**src/rtl/mns_pkg.sv**
```systemverilog
// Shared types, constants and entry decode helpers for the melody note sequencer.
package mns_pkg;

  localparam int IDX_W       = 8;
  localparam int ENTRY_W     = 24;
  localparam int FREQ_W      = 23;
  localparam int VOL_W       = 8;
  localparam int DELAY_W     = 16;
  localparam int ELAPSED_W   = 15;
  localparam int PITCH_W     = 5;

  localparam int TABLE_DEPTH_DEF   = 256;
  localparam int DUR_UNIT_MS       = 100;
  localparam int CENTI_PER_HZ      = 100;
  localparam int COMP_DUR_BASE_MS  = 32;

  localparam logic [DELAY_W-1:0] START_DELAY_RST = 16'd100;

  typedef enum logic [1:0] {
    OP_TICK = 2'd0,
    OP_PLAY = 2'd1,
    OP_LOAD = 2'd2,
    OP_STOP = 2'd3
  } mns_op_t;

  typedef struct packed {
    logic [1:0]         operation;
    logic [IDX_W-1:0]   entry_index;
    logic [ENTRY_W-1:0] entry_word;
    logic               sound_format;
    logic [VOL_W-1:0]   volume;
    logic               repeat_request;
  } mns_item_t;

  typedef struct packed {
    logic              tone_start;
    logic [FREQ_W-1:0] tone_frequency;
    logic [VOL_W-1:0]  tone_volume;
    logic              tone_stop;
    logic              busy_res;
    logic              mute;
  } mns_res_t;

  // Position counter width: wide enough for the table depth and for an
  // 8-bit start entry plus the two look-ahead slots.
  function automatic int pos_width(int depth);
    int aw;
    aw = $clog2(depth);
    return ((aw > IDX_W) ? aw : IDX_W) + 1;
  endfunction

  function automatic logic [FREQ_W-1:0] pitch_centi_hz(logic [PITCH_W-1:0] code);
    case (code)
      5'd0:    return 23'd0;
      5'd1:    return 23'd26263;
      5'd2:    return 23'd27718;
      5'd3:    return 23'd29366;
      5'd4:    return 23'd31113;
      5'd5:    return 23'd32963;
      5'd6:    return 23'd34923;
      5'd7:    return 23'd36999;
      5'd8:    return 23'd39200;
      5'd9:    return 23'd41530;
      5'd10:   return 23'd44000;
      5'd11:   return 23'd46616;
      5'd12:   return 23'd49388;
      5'd13:   return 23'd52325;
      5'd14:   return 23'd55436;
      5'd15:   return 23'd58732;
      5'd16:   return 23'd62226;
      5'd17:   return 23'd65926;
      5'd18:   return 23'd69846;
      5'd19:   return 23'd73998;
      5'd20:   return 23'd78400;
      5'd21:   return 23'd83060;
      5'd22:   return 23'd88000;
      5'd23:   return 23'd93232;
      5'd24:   return 23'd98775;
      5'd25:   return 23'd104650;
      5'd26:   return 23'd110870;
      5'd27:   return 23'd117460;
      5'd28:   return 23'd124450;
      5'd29:   return 23'd131850;
      5'd30:   return 23'd139690;
      5'd31:   return 23'd148000;
      default: return '0;
    endcase
  endfunction

  // End-of-melody marker: zero Hz (explicit) or zero byte (composite).
  function automatic logic entry_is_term(logic [ENTRY_W-1:0] e, logic expl);
    return expl ? (e[15:0] == '0) : (e[7:0] == '0);
  endfunction

  // Composite byte with pitch code zero: pass over it to the next byte.
  function automatic logic entry_skip(logic [ENTRY_W-1:0] e, logic expl);
    return !expl && (e[7:0] != '0) && (e[4:0] == '0);
  endfunction

  function automatic logic [ELAPSED_W-1:0] entry_duration(logic [ENTRY_W-1:0] e,
                                                         logic expl);
    return expl ? ELAPSED_W'(e[23:16]) * ELAPSED_W'(DUR_UNIT_MS)
                : ELAPSED_W'(COMP_DUR_BASE_MS) << e[7:5];
  endfunction

  function automatic logic [FREQ_W-1:0] entry_freq(logic [ENTRY_W-1:0] e, logic expl);
    return expl ? FREQ_W'(e[15:0]) * FREQ_W'(CENTI_PER_HZ)
                : pitch_centi_hz(e[4:0]);
  endfunction

endpackage

```
**src/rtl/mns_seq.sv**
```systemverilog
// Sequencer state and single-pass next-state / result logic.
module mns_seq import mns_pkg::*; #(
  parameter int TABLE_DEPTH = TABLE_DEPTH_DEF
) (
  input  logic                                 clk,
  input  logic                                 rst_n,
  input  logic                                 fire,
  input  mns_item_t                            item,
  input  logic [DELAY_W-1:0]                   start_delay,
  input  logic [ENTRY_W-1:0]                   rd_data_a,
  input  logic [ENTRY_W-1:0]                   rd_data_b,
  output logic                                 wr_en,
  output logic [pos_width(TABLE_DEPTH)-1:0]    wr_pos,
  output logic [ENTRY_W-1:0]                   wr_data,
  output logic [pos_width(TABLE_DEPTH)-1:0]    rd_pos_a,
  output logic [pos_width(TABLE_DEPTH)-1:0]    rd_pos_b,
  output mns_res_t                             res
);

  localparam int PW = pos_width(TABLE_DEPTH);

  logic                 running_r,  running_nxt;
  logic                 pending_r,  pending_nxt;
  logic [DELAY_W-1:0]   delay_r,    delay_nxt;
  logic [IDX_W-1:0]     first_r,    first_nxt;
  logic                 fmt_r,      fmt_nxt;
  logic [VOL_W-1:0]     vol_r,      vol_nxt;
  logic [PW-1:0]        pos_r,      pos_nxt;
  logic [ELAPSED_W-1:0] elapsed_r,  elapsed_nxt;
  logic                 mute_r,     mute_nxt;
  // Cached words: current note, and the first two words of the melody.
  logic [ENTRY_W-1:0]   cur_w_r,    cur_w_nxt;
  logic [ENTRY_W-1:0]   head0_w_r,  head0_w_nxt;
  logic [ENTRY_W-1:0]   head1_w_r,  head1_w_nxt;

  logic [ELAPSED_W-1:0] elapsed_inc;
  logic [DELAY_W-1:0]   delay_dec;
  logic [PW-1:0]        next_pos;
  logic [PW-1:0]        first_pos;
  logic                 load_ok;
  logic                 do_start;
  logic                 use_head;
  logic                 do_stop;
  logic [ENTRY_W-1:0]   pair_a;
  logic [ENTRY_W-1:0]   pair_b;
  logic [PW-1:0]        base_pos;
  logic                 skip;
  logic [ENTRY_W-1:0]   note_w;
  logic [FREQ_W-1:0]    note_freq;

  assign elapsed_inc = (elapsed_r == '1) ? elapsed_r : elapsed_r + 1'b1;
  assign delay_dec   = (delay_r != '0) ? delay_r - 1'b1 : delay_r;
  assign next_pos    = pos_r + 1'b1;
  assign first_pos   = PW'(first_r);
  assign load_ok     = PW'(item.entry_index) < PW'(TABLE_DEPTH);

  always_comb begin
    running_nxt = running_r;
    pending_nxt = pending_r;
    delay_nxt   = delay_r;
    first_nxt   = first_r;
    fmt_nxt     = fmt_r;
    vol_nxt     = vol_r;
    pos_nxt     = pos_r;
    elapsed_nxt = elapsed_r;
    mute_nxt    = mute_r;
    cur_w_nxt   = cur_w_r;
    head0_w_nxt = head0_w_r;
    head1_w_nxt = head1_w_r;
    do_start    = 1'b0;
    use_head    = 1'b0;
    do_stop     = 1'b0;
    wr_en       = 1'b0;

    if (fire) begin
      case (mns_op_t'(item.operation))
        OP_TICK: begin
          if (pending_r) begin
            delay_nxt = delay_dec;
            if (delay_dec == '0) begin
              pending_nxt = 1'b0;
              do_start    = 1'b1;
            end
          end else if (running_r) begin
            elapsed_nxt = elapsed_inc;
            if (elapsed_inc >= entry_duration(cur_w_r, fmt_r)) begin
              if (entry_is_term(cur_w_r, fmt_r) || (next_pos >= PW'(TABLE_DEPTH)) ||
                  entry_is_term(rd_data_a, fmt_r)) begin
                running_nxt = 1'b0;
                do_stop     = 1'b1;
                mute_nxt    = 1'b1;
                if (item.repeat_request) begin
                  do_start = 1'b1;
                  use_head = 1'b1;
                end
              end else begin
                do_start = 1'b1;
              end
            end
          end
        end
        OP_PLAY: begin
          if (!running_r) begin
            running_nxt = 1'b1;
            pending_nxt = 1'b1;
            delay_nxt   = start_delay;
            first_nxt   = item.entry_index;
            fmt_nxt     = item.sound_format;
            vol_nxt     = item.volume;
            mute_nxt    = 1'b0;
          end
        end
        OP_LOAD: begin
          if (load_ok) begin
            wr_en = 1'b1;
            // Keep cached words coherent with the table.
            if (PW'(item.entry_index) == first_pos)        head0_w_nxt = item.entry_word;
            if (PW'(item.entry_index) == first_pos + 1'b1) head1_w_nxt = item.entry_word;
            if (PW'(item.entry_index) == pos_r)            cur_w_nxt   = item.entry_word;
          end
        end
        OP_STOP: begin
          running_nxt = 1'b0;
          pending_nxt = 1'b0;
          do_stop     = 1'b1;
          mute_nxt    = 1'b1;
        end
        default: ;
      endcase
    end

    // Word pair for the note that starts: restart uses the cached head words,
    // a first start or an advance uses the look-ahead read ports.
    pair_a   = use_head ? head0_w_r : rd_data_a;
    pair_b   = use_head ? head1_w_r : rd_data_b;
    base_pos = (use_head || pending_r) ? first_pos : next_pos;
    skip     = entry_skip(pair_a, fmt_r);
    note_w   = skip ? pair_b : pair_a;
    note_freq = entry_freq(note_w, fmt_r);

    if (do_start) begin
      running_nxt = 1'b1;
      pos_nxt     = base_pos + PW'(skip);
      cur_w_nxt   = note_w;
      elapsed_nxt = '0;
      if (pending_r) begin
        head0_w_nxt = rd_data_a;
        head1_w_nxt = rd_data_b;
      end
    end
  end

  // Look-ahead: while a start is pending read the first two words,
  // otherwise the two words after the current note.
  assign rd_pos_a = pending_nxt ? PW'(first_nxt) : pos_nxt + 1'b1;
  assign rd_pos_b = rd_pos_a + 1'b1;
  assign wr_pos   = PW'(item.entry_index);
  assign wr_data  = item.entry_word;

  assign res.tone_start     = do_start;
  assign res.tone_frequency = do_start ? note_freq : '0;
  assign res.tone_volume    = do_start ? vol_r : '0;
  assign res.tone_stop      = do_stop;
  assign res.busy_res       = running_nxt;
  assign res.mute           = mute_nxt;

  always_ff @(posedge clk) begin
    if (!rst_n) begin
      running_r <= 1'b0;
      pending_r <= 1'b0;
      delay_r   <= '0;
      first_r   <= '0;
      fmt_r     <= 1'b0;
      vol_r     <= '0;
      pos_r     <= '0;
      elapsed_r <= '0;
      mute_r    <= 1'b1;
    end else begin
      running_r <= running_nxt;
      pending_r <= pending_nxt;
      delay_r   <= delay_nxt;
      first_r   <= first_nxt;
      fmt_r     <= fmt_nxt;
      vol_r     <= vol_nxt;
      pos_r     <= pos_nxt;
      elapsed_r <= elapsed_nxt;
      mute_r    <= mute_nxt;
    end
  end

  always_ff @(posedge clk) begin
    cur_w_r   <= cur_w_nxt;
    head0_w_r <= head0_w_nxt;
    head1_w_r <= head1_w_nxt;
  end

  a_pending_running: assert property (@(posedge clk) disable iff (!rst_n)
    pending_r |-> running_r)
    else $error("start pending while sequencer not running");

  a_idle_muted: assert property (@(posedge clk) disable iff (!rst_n)
    !running_r |-> mute_r)
    else $error("idle sequencer left unmuted");

  a_stop_clears: assert property (@(posedge clk) disable iff (!rst_n)
    fire && (item.operation == OP_STOP) |=> !running_r && !pending_r)
    else $error("stop did not clear running state");

  a_start_state: assert property (@(posedge clk) disable iff (!rst_n)
    fire && res.tone_start |=> running_r && !pending_r && (elapsed_r == '0))
    else $error("tone start left inconsistent note state");

endmodule

```
**config.mk**
```make
export PLATFORM = sky130hd
export DESIGN_NAME = mns_seq
export DESIGN_NICKNAME = d
export VERILOG_FILES = /design/src/rtl/mns_pkg.sv /design/src/rtl/mns_seq.sv
export SDC_FILE = /design/constraint.sdc
export NUM_CORES = 1
export LEC_CHECK = 0
export BUFFER_PORTS_ARGS = -buffer_cell sky130_fd_sc_hd__buf_2
export CORE_MARGIN = 8
export CORE_UTILIZATION = 45
export CTS_BUF_LIST = sky130_fd_sc_hd__clkbuf_8
export DETAILED_ROUTE_END_ITERATION = 8
export PLACE_DENSITY = 0.77
export SETUP_SLACK_MARGIN = 0.4
export SYNTH_ARGS = -nofsm -noshare
export SYNTH_HDL_FRONTEND = slang
export SYNTH_SLANG_ARGS = --single-unit
```
**constraint.sdc**
```tcl
create_clock -name clk -period 13.52 [get_ports clk]
set_input_delay 1.352 -clock clk [delete_from_list [all_inputs] [get_ports clk]]
set_output_delay 1.352 -clock clk [all_outputs]
set_load 0.02 [all_outputs]
```
* Word level (Yosys, flattened, before mapping)
Memories as Yosys holds them, arrays and structs flattened.
Cells that the tools add are included.
W data, S select, Z words.
** Storage, ports and cells
- Register bits after elaboration :: 132
- Memory bits (read-only) :: 576
- Word-level logic and storage cells :: 136
- Memories kept :: 1
** Memory list
- (name not given) :: words 32, bits a word 18, rd ports 1, clocked after memory_dff 0, wr ports 0, RTL line mns_pkg.sv:53 : case (code)
** Operators by class
- $add $sub $neg :: 7
- Multiply operators :: 2
- $lt $le $gt $ge :: 2
- Eq/ne operators :: 9
- Shifts and indexed selects :: 1
- Muxes and demuxes :: 75
- Bitwise gates (word level) :: 3
- Reductions and logical operators :: 24
** Operator list (count)
- $mux W24 :: 17
- $logic_not A16 Y1 :: 3
- $mux W16 :: 3
- $mux W23 :: 2
- $mux W1 :: 39
- $mux W8 :: 4
- $pmux W16 S2 :: 1
- $mux W15 :: 2
- $add A9 B1 Y9 const B :: 3
- $mux W9 :: 3
- $mul A16 B5 Y21 const B :: 1
- $eq A8 B9 Y1 :: 2
- $logic_not A8 Y1 :: 2
- $reduce_bool A16 Y1 :: 1
- $sub A16 B1 Y16 const B :: 1
- $add A15 B1 Y15 const B :: 1
- $eq A15 B15 Y1 const B :: 1
- $ge A15 B15 Y1 :: 1
- $shl A6 B3 Y15 const A :: 1
- $mul A8 B5 Y13 const B :: 1
- $add A8 B1 Y9 const B :: 1
- $add A9 B1 Y9 :: 1
- $ge A9 B9 Y1 const B :: 1
- $pmux W1 S3 :: 3
- other kinds (16) :: 28

* Logic depth before layout (Yosys ltp)
Gate-level depths: netlist of the first run.
- Depth in word-level cells :: 19
- Mapped depth :: 43

* Worst setup path before layout of the first run
No wires, ideal clock.
- Path kind :: register to output
- From :: reg cur_w_r[18]
- To :: out res[33] in the netlist's numbering
- Data arrival time :: 8.738 ns
- Setup slack :: 3.430 ns
- Stages on the path, launching flop included :: 41
- Cells stage by stage :: edfxtp_1 ha_1 ha_1 fa_1 ha_1 nor2b_1 o21ai_0 nand2b_1 a21oi_1 o21bai_1 a21o_1 a21oi_1 xnor2_1 nand2_1 ha_1 nand4_1 o31ai_1 nand3_1 (+5 left out) a21oi_1 ha_1 ha_1 inv_1 fa_1 inv_1 ha_1 inv_1 a21oi_1 o21ai_0 a21oi_1 o21ai_0 a21oi_1 o41ai_1 o21ai_0 a31oi_1 xor2_1 nor2_1
** RTL lines
- start, declared :: RTL line mns_seq.sv:32 : logic [ENTRY_W-1:0] cur_w_r, cur_w_nxt;
- start signal, assigned :: RTL line mns_seq.sv:192 : cur_w_r <= cur_w_nxt;
- end, declared :: RTL line mns_seq.sv:17 : output mns_res_t res

==> summary.txt, run 1 <==
Vias - 11900
WS Path Type - register to output pin
final worst-path cycle share - 86.6%
ys async rst share - 0%
Mapped Avg Cell Area - 7.78 um^2
top cells by count, synth - 170 x nand2_1, 154 x nor2_1, 141 x a21oi_1, 117 x ha_1, 108 x dfxtp_1
Hold Path Class - register to register
grt ovf - 0
Worst EP required - 12.17 ns
CP Buf/Inv Count - 2
Final Hold Fails - 0
fillcell total - 2562
vias in the first global route - 11600
Max VDD drop - 0.0538 mV
worst-skew pair later-pin latency - 0.48 ns
Setup Skew - 0.0153 ns
Max Clk Rate - 85.4 MHz
first-pass GRT wire length - 58.8 mm
gr usage total - 21.6%
cts repair resizes - 0
Die Ht - 182 um
number of port buffers - 196
Max Cap Viol - 0
DRC violations left - 0
clock buffer count from CTS - 17
DIE AREA - 33100 um^2
type of origin of the critical path - register
CP startpoint - cur_w_r[19]
post-synth cell types - 83
initial antenna violation count - 12
Most used DFF post-synth - dfxtp_1
status - complete, no violations
final-report setup violation count - 0
final core area utilization - 50.5%
Slowest-stage cell, CP - nor3_2
maximum number of pins on one net before global-route repair - 99
top cells by area, synth - dfxtp_1 17%, ha_1 12%, mux2i_1 7.6%
DP Wirelength - 27.7 mm
Initial Utilization - 45.8%
Leak Pwr - 0.00623 uW
crit path DAT - 10.35 ns
Worst-path clk slew - 0.09 ns
post-route insts no fill - 2048
Synth Warn # - 0
First-pass DRT Iterations - 6
Rows - 60
Post-Syn Nets - 1832
Placed Cells - 2014
vias per std cell - 5.83
sequential area share after synthesis - 23.3%
delay-heaviest family, CP - compound AO/OA/AOI/OAI gates
area grow syn2layout - 10.3%
slew of the pin with the lowest slew margin - 1.23 ns
Final Max Slew Viols - 0
power per cell area - 87.3 nW/um^2
Yosys top cell area share - 17.5%
Total Wirelength - 36.4 mm
Mapped Area - 12400 um^2
antenna viol nets, final - 0
Crit. path cell count - 38
worst-path fanout max - 24
RSZ-0062 raised after global routing - no
RD Place Congestion - 0.930
setup repair bufs after CTS - 0
Post-synth EDFFs - 24
setup TNS - 0 ns
clk root buf - clkbuf_8
Yosys reg bits - 132
Crit. End Element - output pin
clk sink count - 132
Initial DRC Count - 1091
H-tree levels - 4
hold path depth - 2
WL/cell - 17.8 um
layout cells sized above 1 - 16.8%
Layout Nets - 1933
CTS tree - built
Slew headroom - 18.0%
core area - 27000 um^2
Power Total - 1190 uW
Cells after Synth - 1591
Top Ports - 198
crit-path max cell delay - 0.74 ns
reg2reg path depth - 30
Final Critical Period - 11.71 ns
hold_sp - vol_r[7]
cell with the most instances after synthesis - nand2_1
Die X - 182 um
biggest area consumer among synthesized cells - dfxtp_1
worst reg2reg startpoint - cur_w_r[19]
Crit path top cell by count - ha_1
cts hold-fix bufs - 0
clock buffer depth - 2
-- power by group --
part           leakage (uW)  total, uW  internal (uW)  switching, uW
registers           0.00109        446            425           21.0
clock network      0.000197        343            172            170
logic               0.00494        404            167            237
-- metal layers --
layer | vias to the layer above | track usage (%) | routed length [um]
met5 | - | 0 | 117
met3 | 91 | 6.03 | 3100
met1 | 5574 | 25.9 | 15200
li1 | 5777 | - | -
met4 | 20 | 9.58 | 1260
met2 | 485 | 35.5 | 16700
-- state kept, by name, indices dropped and copies added, names as in the netlist, 8 cells and up --
signal,cells
delay_r,16
first_r,8
vol_r,8
head1_w_r,24
elapsed_r,15
cur_w_r,24
pos_r,9
head0_w_r,24
-- cells by family after synthesis --
group           count (synthesis)  share of synthesized area (%)
flops                         132                           23.3
other cells                     1                         0.0303
xor+xnor                       91                           6.44
mux                           116                           9.62
compound gates                365                           18.1
fa+ha+maj                     130                           13.9
buf+inv                       227                           8.30
simple gates                  529                           20.3
-- cell type report --
type	count	area [um^2]	share of cell area, %
Clock inverter	13	135	0.989
Clock buffer	19	262	1.91
Antenna cell	2	5.00	0.0366
Sequential cell	132	2880	21.1
Inverter	100	378	2.77
Multi-Input combinational cell	1232	8490	62.2
Tap cell	341	427	3.12
Timing Repair Buffer	209	1080	7.90
-- per-stage QoR --
step | setup slack, ns | instance area (um^2) | hold slack [ns]
4_1_cts | 1.92 | 13700 | 0.455
2_1_floorplan | 3.43 | 12400 | 0.432
3_5_place_dp | 2.52 | 13300 | 0.445
5_1_grt | 0.999 | 13700 | 0.468
6_report | 1.81 | 13700 | 0.453
3_3_place_gp | 2.75 | 13300 | 0.438
-- final timing paths --
path / slack, ns / end
max: 1.81 / res[33]
min: 0.45 / vol_r[7]
max reg2reg: 5.51 / pos_r[4]
min reg2reg: 0.45 / vol_r[7]
-- placed cells by master (no fill, tap or decap), types with 12 or more instances in the layout --
| master | instances |
|---|---|
| buf_2 | 196 |
| nand2_1 | 170 |
| nor2_1 | 153 |
| a21oi_1 | 141 |
| ha_1 | 117 |
| dfxtp_1 | 108 |
| inv_1 | 101 |
| o21ai_0 | 99 |
| mux2i_1 | 94 |
| xnor2_1 | 46 |
| xor2_1 | 45 |
| nand3_1 | 39 |
| nor3_1 | 32 |
| edfxtp_1 | 24 |
| mux2_2 | 21 |
| and2_1 | 20 |
| clkbuf_8 | 19 |
| nand4_1 | 17 |
| and3_1 | 13 |
| nor4_1 | 13 |
| fa_1 | 13 |
| buf_4 | 13 |
| a311oi_1 | 12 |
-- worst min-delay path, delay by kind of cell (launching register included) --
kind | cells | cell delay, ns
AOI/OAI and AO/OA | 1 | 0.05
and+or+nand+nor | 1 | 0.05
DFF | 1 | 0.31
Note: power is estimated with default switching activity, not from simulation.
==> inputs of run 2 (changes only) <==
--- a/config.mk
+++ b/config.mk
@@ -11,6 +11,7 @@
 export CTS_BUF_LIST = sky130_fd_sc_hd__clkbuf_8
 export DETAILED_ROUTE_END_ITERATION = 8
 export PLACE_DENSITY = 0.77
+export RECOVER_POWER = 25
 export SETUP_SLACK_MARGIN = 0.4
 export SYNTH_ARGS = -nofsm -noshare
 export SYNTH_HDL_FRONTEND = slang
==> summary.txt, run 2 (synthesis gave the netlist of run 1 again) <==
commonest cells after routing, fill and taps aside - 170 x nand2_1, 164 x buf_2, 153 x nor2_1
CP Buf/Inv Count - 2 (unchanged)
worst-skew pair later-pin latency - 0.48 ns (about the same)
vias in the first global route - 11600 (unchanged)
Setup Skew - 0.0139 ns (-0.00142 ns)
gr usage total - 21.6% (unchanged)
Vias - 12000 (+0.11%)
Final Max Slew Viols - 99 (+99)
final instance area - 13600 um^2 (-0.39%)
Leak Pwr - 0.00614 uW (-1.5%)
core area - 27000 um^2 (unchanged)
DP Wirelength - 27.7 mm (unchanged)
crit path DAT - 10.37 ns (+0.02 ns)
Slew headroom - -162% (-180 points)
violated checks - max-capacitance violations, max-slew violations
RSZ-0062 raised after global routing - no
Max Cap Viol - 1 (+1)
Hold Path Class - register to register
number of port buffers - 196 (unchanged)
H-tree levels - 4 (unchanged)
Worst-path clk slew - 0.09 ns (about the same)
layout cells sized above 1 - 14.8% (-2.1 points)
cts repair resizes - 0 (unchanged)
type of origin of the critical path - register
worst-path fanout max - 24 (unchanged)
Final Critical Period - 11.72 ns (+0.0152 ns)
reg2reg path depth - 30 (unchanged)
crit-path max cell delay - 0.73 ns (about the same)
initial antenna violation count - 12 (unchanged)
area grow syn2layout - 9.88%
antenna viol nets, final - 0 (unchanged)
clock buffer depth - 2 (unchanged)
hold path depth - 2 (unchanged)
Crit path top cell by count - ha_1
Final Hold Fails - 0 (unchanged)
vias per std cell - 5.84 (+0.11%)
final-report setup violation count - 0 (unchanged)
first-pass GRT wire length - 58.8 mm (unchanged)
cts hold-fix bufs - 0 (unchanged)
setup repair bufs after CTS - 0 (unchanged)
Initial DRC Count - 1091 (unchanged)
top flop regs - cur_w_r (24), head0_w_r (24), head1_w_r (24)
clk root buf - clkbuf_8
slew of the pin with the lowest slew margin - 3.93 ns (+2.70 ns)
status - finished with violations
Rows - 60 (unchanged)
Crit. path cell count - 38 (unchanged)
power per cell area - 87.6 nW/um^2 (+0.31%)
final worst-path cycle share - 86.7% (+0.11 points)
Worst EP required - 12.17 ns (about the same)
Die Ht - 182 um (unchanged)
Total Wirelength - 36.5 mm (about the same)
Post-DP Area - 13300 um^2 (unchanged)
grt ovf - 0 (unchanged)
clock buffer count from CTS - 17 (unchanged)
Max Clk Rate - 85.3 MHz (-0.13%)
delay-heaviest family, CP - compound AO/OA/AOI/OAI gates
Die X - 182 um (unchanged)
Initial Utilization - 45.8% (unchanged)
Top Ports - 198 (unchanged)
Crit. End Element - output pin
WS Path Type - register to output pin
setup TNS - 0 ns (unchanged)
WL/cell - 17.8 um (about the same)
RD Place Congestion - 0.930 (unchanged)
Layout Nets - 1933 (unchanged)
DIE AREA - 33100 um^2 (unchanged)
commonest non-fill, non-tap cell in the layout - nand2_1
clk sink count - 132 (unchanged)
Max VDD drop - 0.0543 mV (+1.0%)
First-pass DRT Iterations - 5 (-1)
Slowest-stage cell, CP - nor3_2
CTS tree - built
maximum number of pins on one net before global-route repair - 99 (unchanged)
DRC violations left - 0 (unchanged)
run 2: layout make-up:
cell class              instances  area, um^2
multi-input cells            1232        8480
repair buffers                209        1030
clock buffers                  19         262
well taps                     341         427
flip-flops and latches        132        2880
fillers                      2578       13400
inverters                     100         378
diodes                          2        5.00
clock inverters                13         135
run 2: worst reg2reg max path: cells and delay by family, from the launching register on:
family          cells  cell delay, ns
simple gates        8            1.40
buf+inv             2            0.73
compound gates     10            2.13
mux                 1            0.21
flops               1            0.46
xor+xnor            2            0.38
fa+ha+maj           7            2.64
run 2: power by group:
part           switching, uW  internal, uW
combinational            237           165
sequential              20.9           426
clock                    172           172
run 2: worst paths after layout:
| kind | slack [ns] | endpoint | from |
|---|---|---|---|
| max | 1.80 | res[33] | cur_w_r[19] |
| min | 0.45 | vol_r[7] | vol_r[7] |
| max reg2reg | 5.50 | pos_r[4] | cur_w_r[19] |
| min reg2reg | 0.45 | vol_r[7] | vol_r[7] |
run 2: routing by layer:
layer / track usage (%) / share of wire [%] / wire, um
met4: 9.58 / 3.5 / 1260
met5: 0 / 0.32 / 117
met2: 35.5 / 46 / 16700
met3: 6.03 / 8.6 / 3120
met1: 25.9 / 42 / 15300
run 2: through the flow:
step	setup WS, ns	total power (uW)	std cells	util, %	hold WS (ns)
global placement	2.75	839	2014	49.1	0.438
finish	1.80	1190	2048	50.3	0.453
CTS	1.92	1200	2046	50.5	0.455
global route	0.999	1260	2048	50.3	0.468
detailed placement	2.52	852	2014	49.1	0.445
floorplan	3.43	755	1591	-	0.432
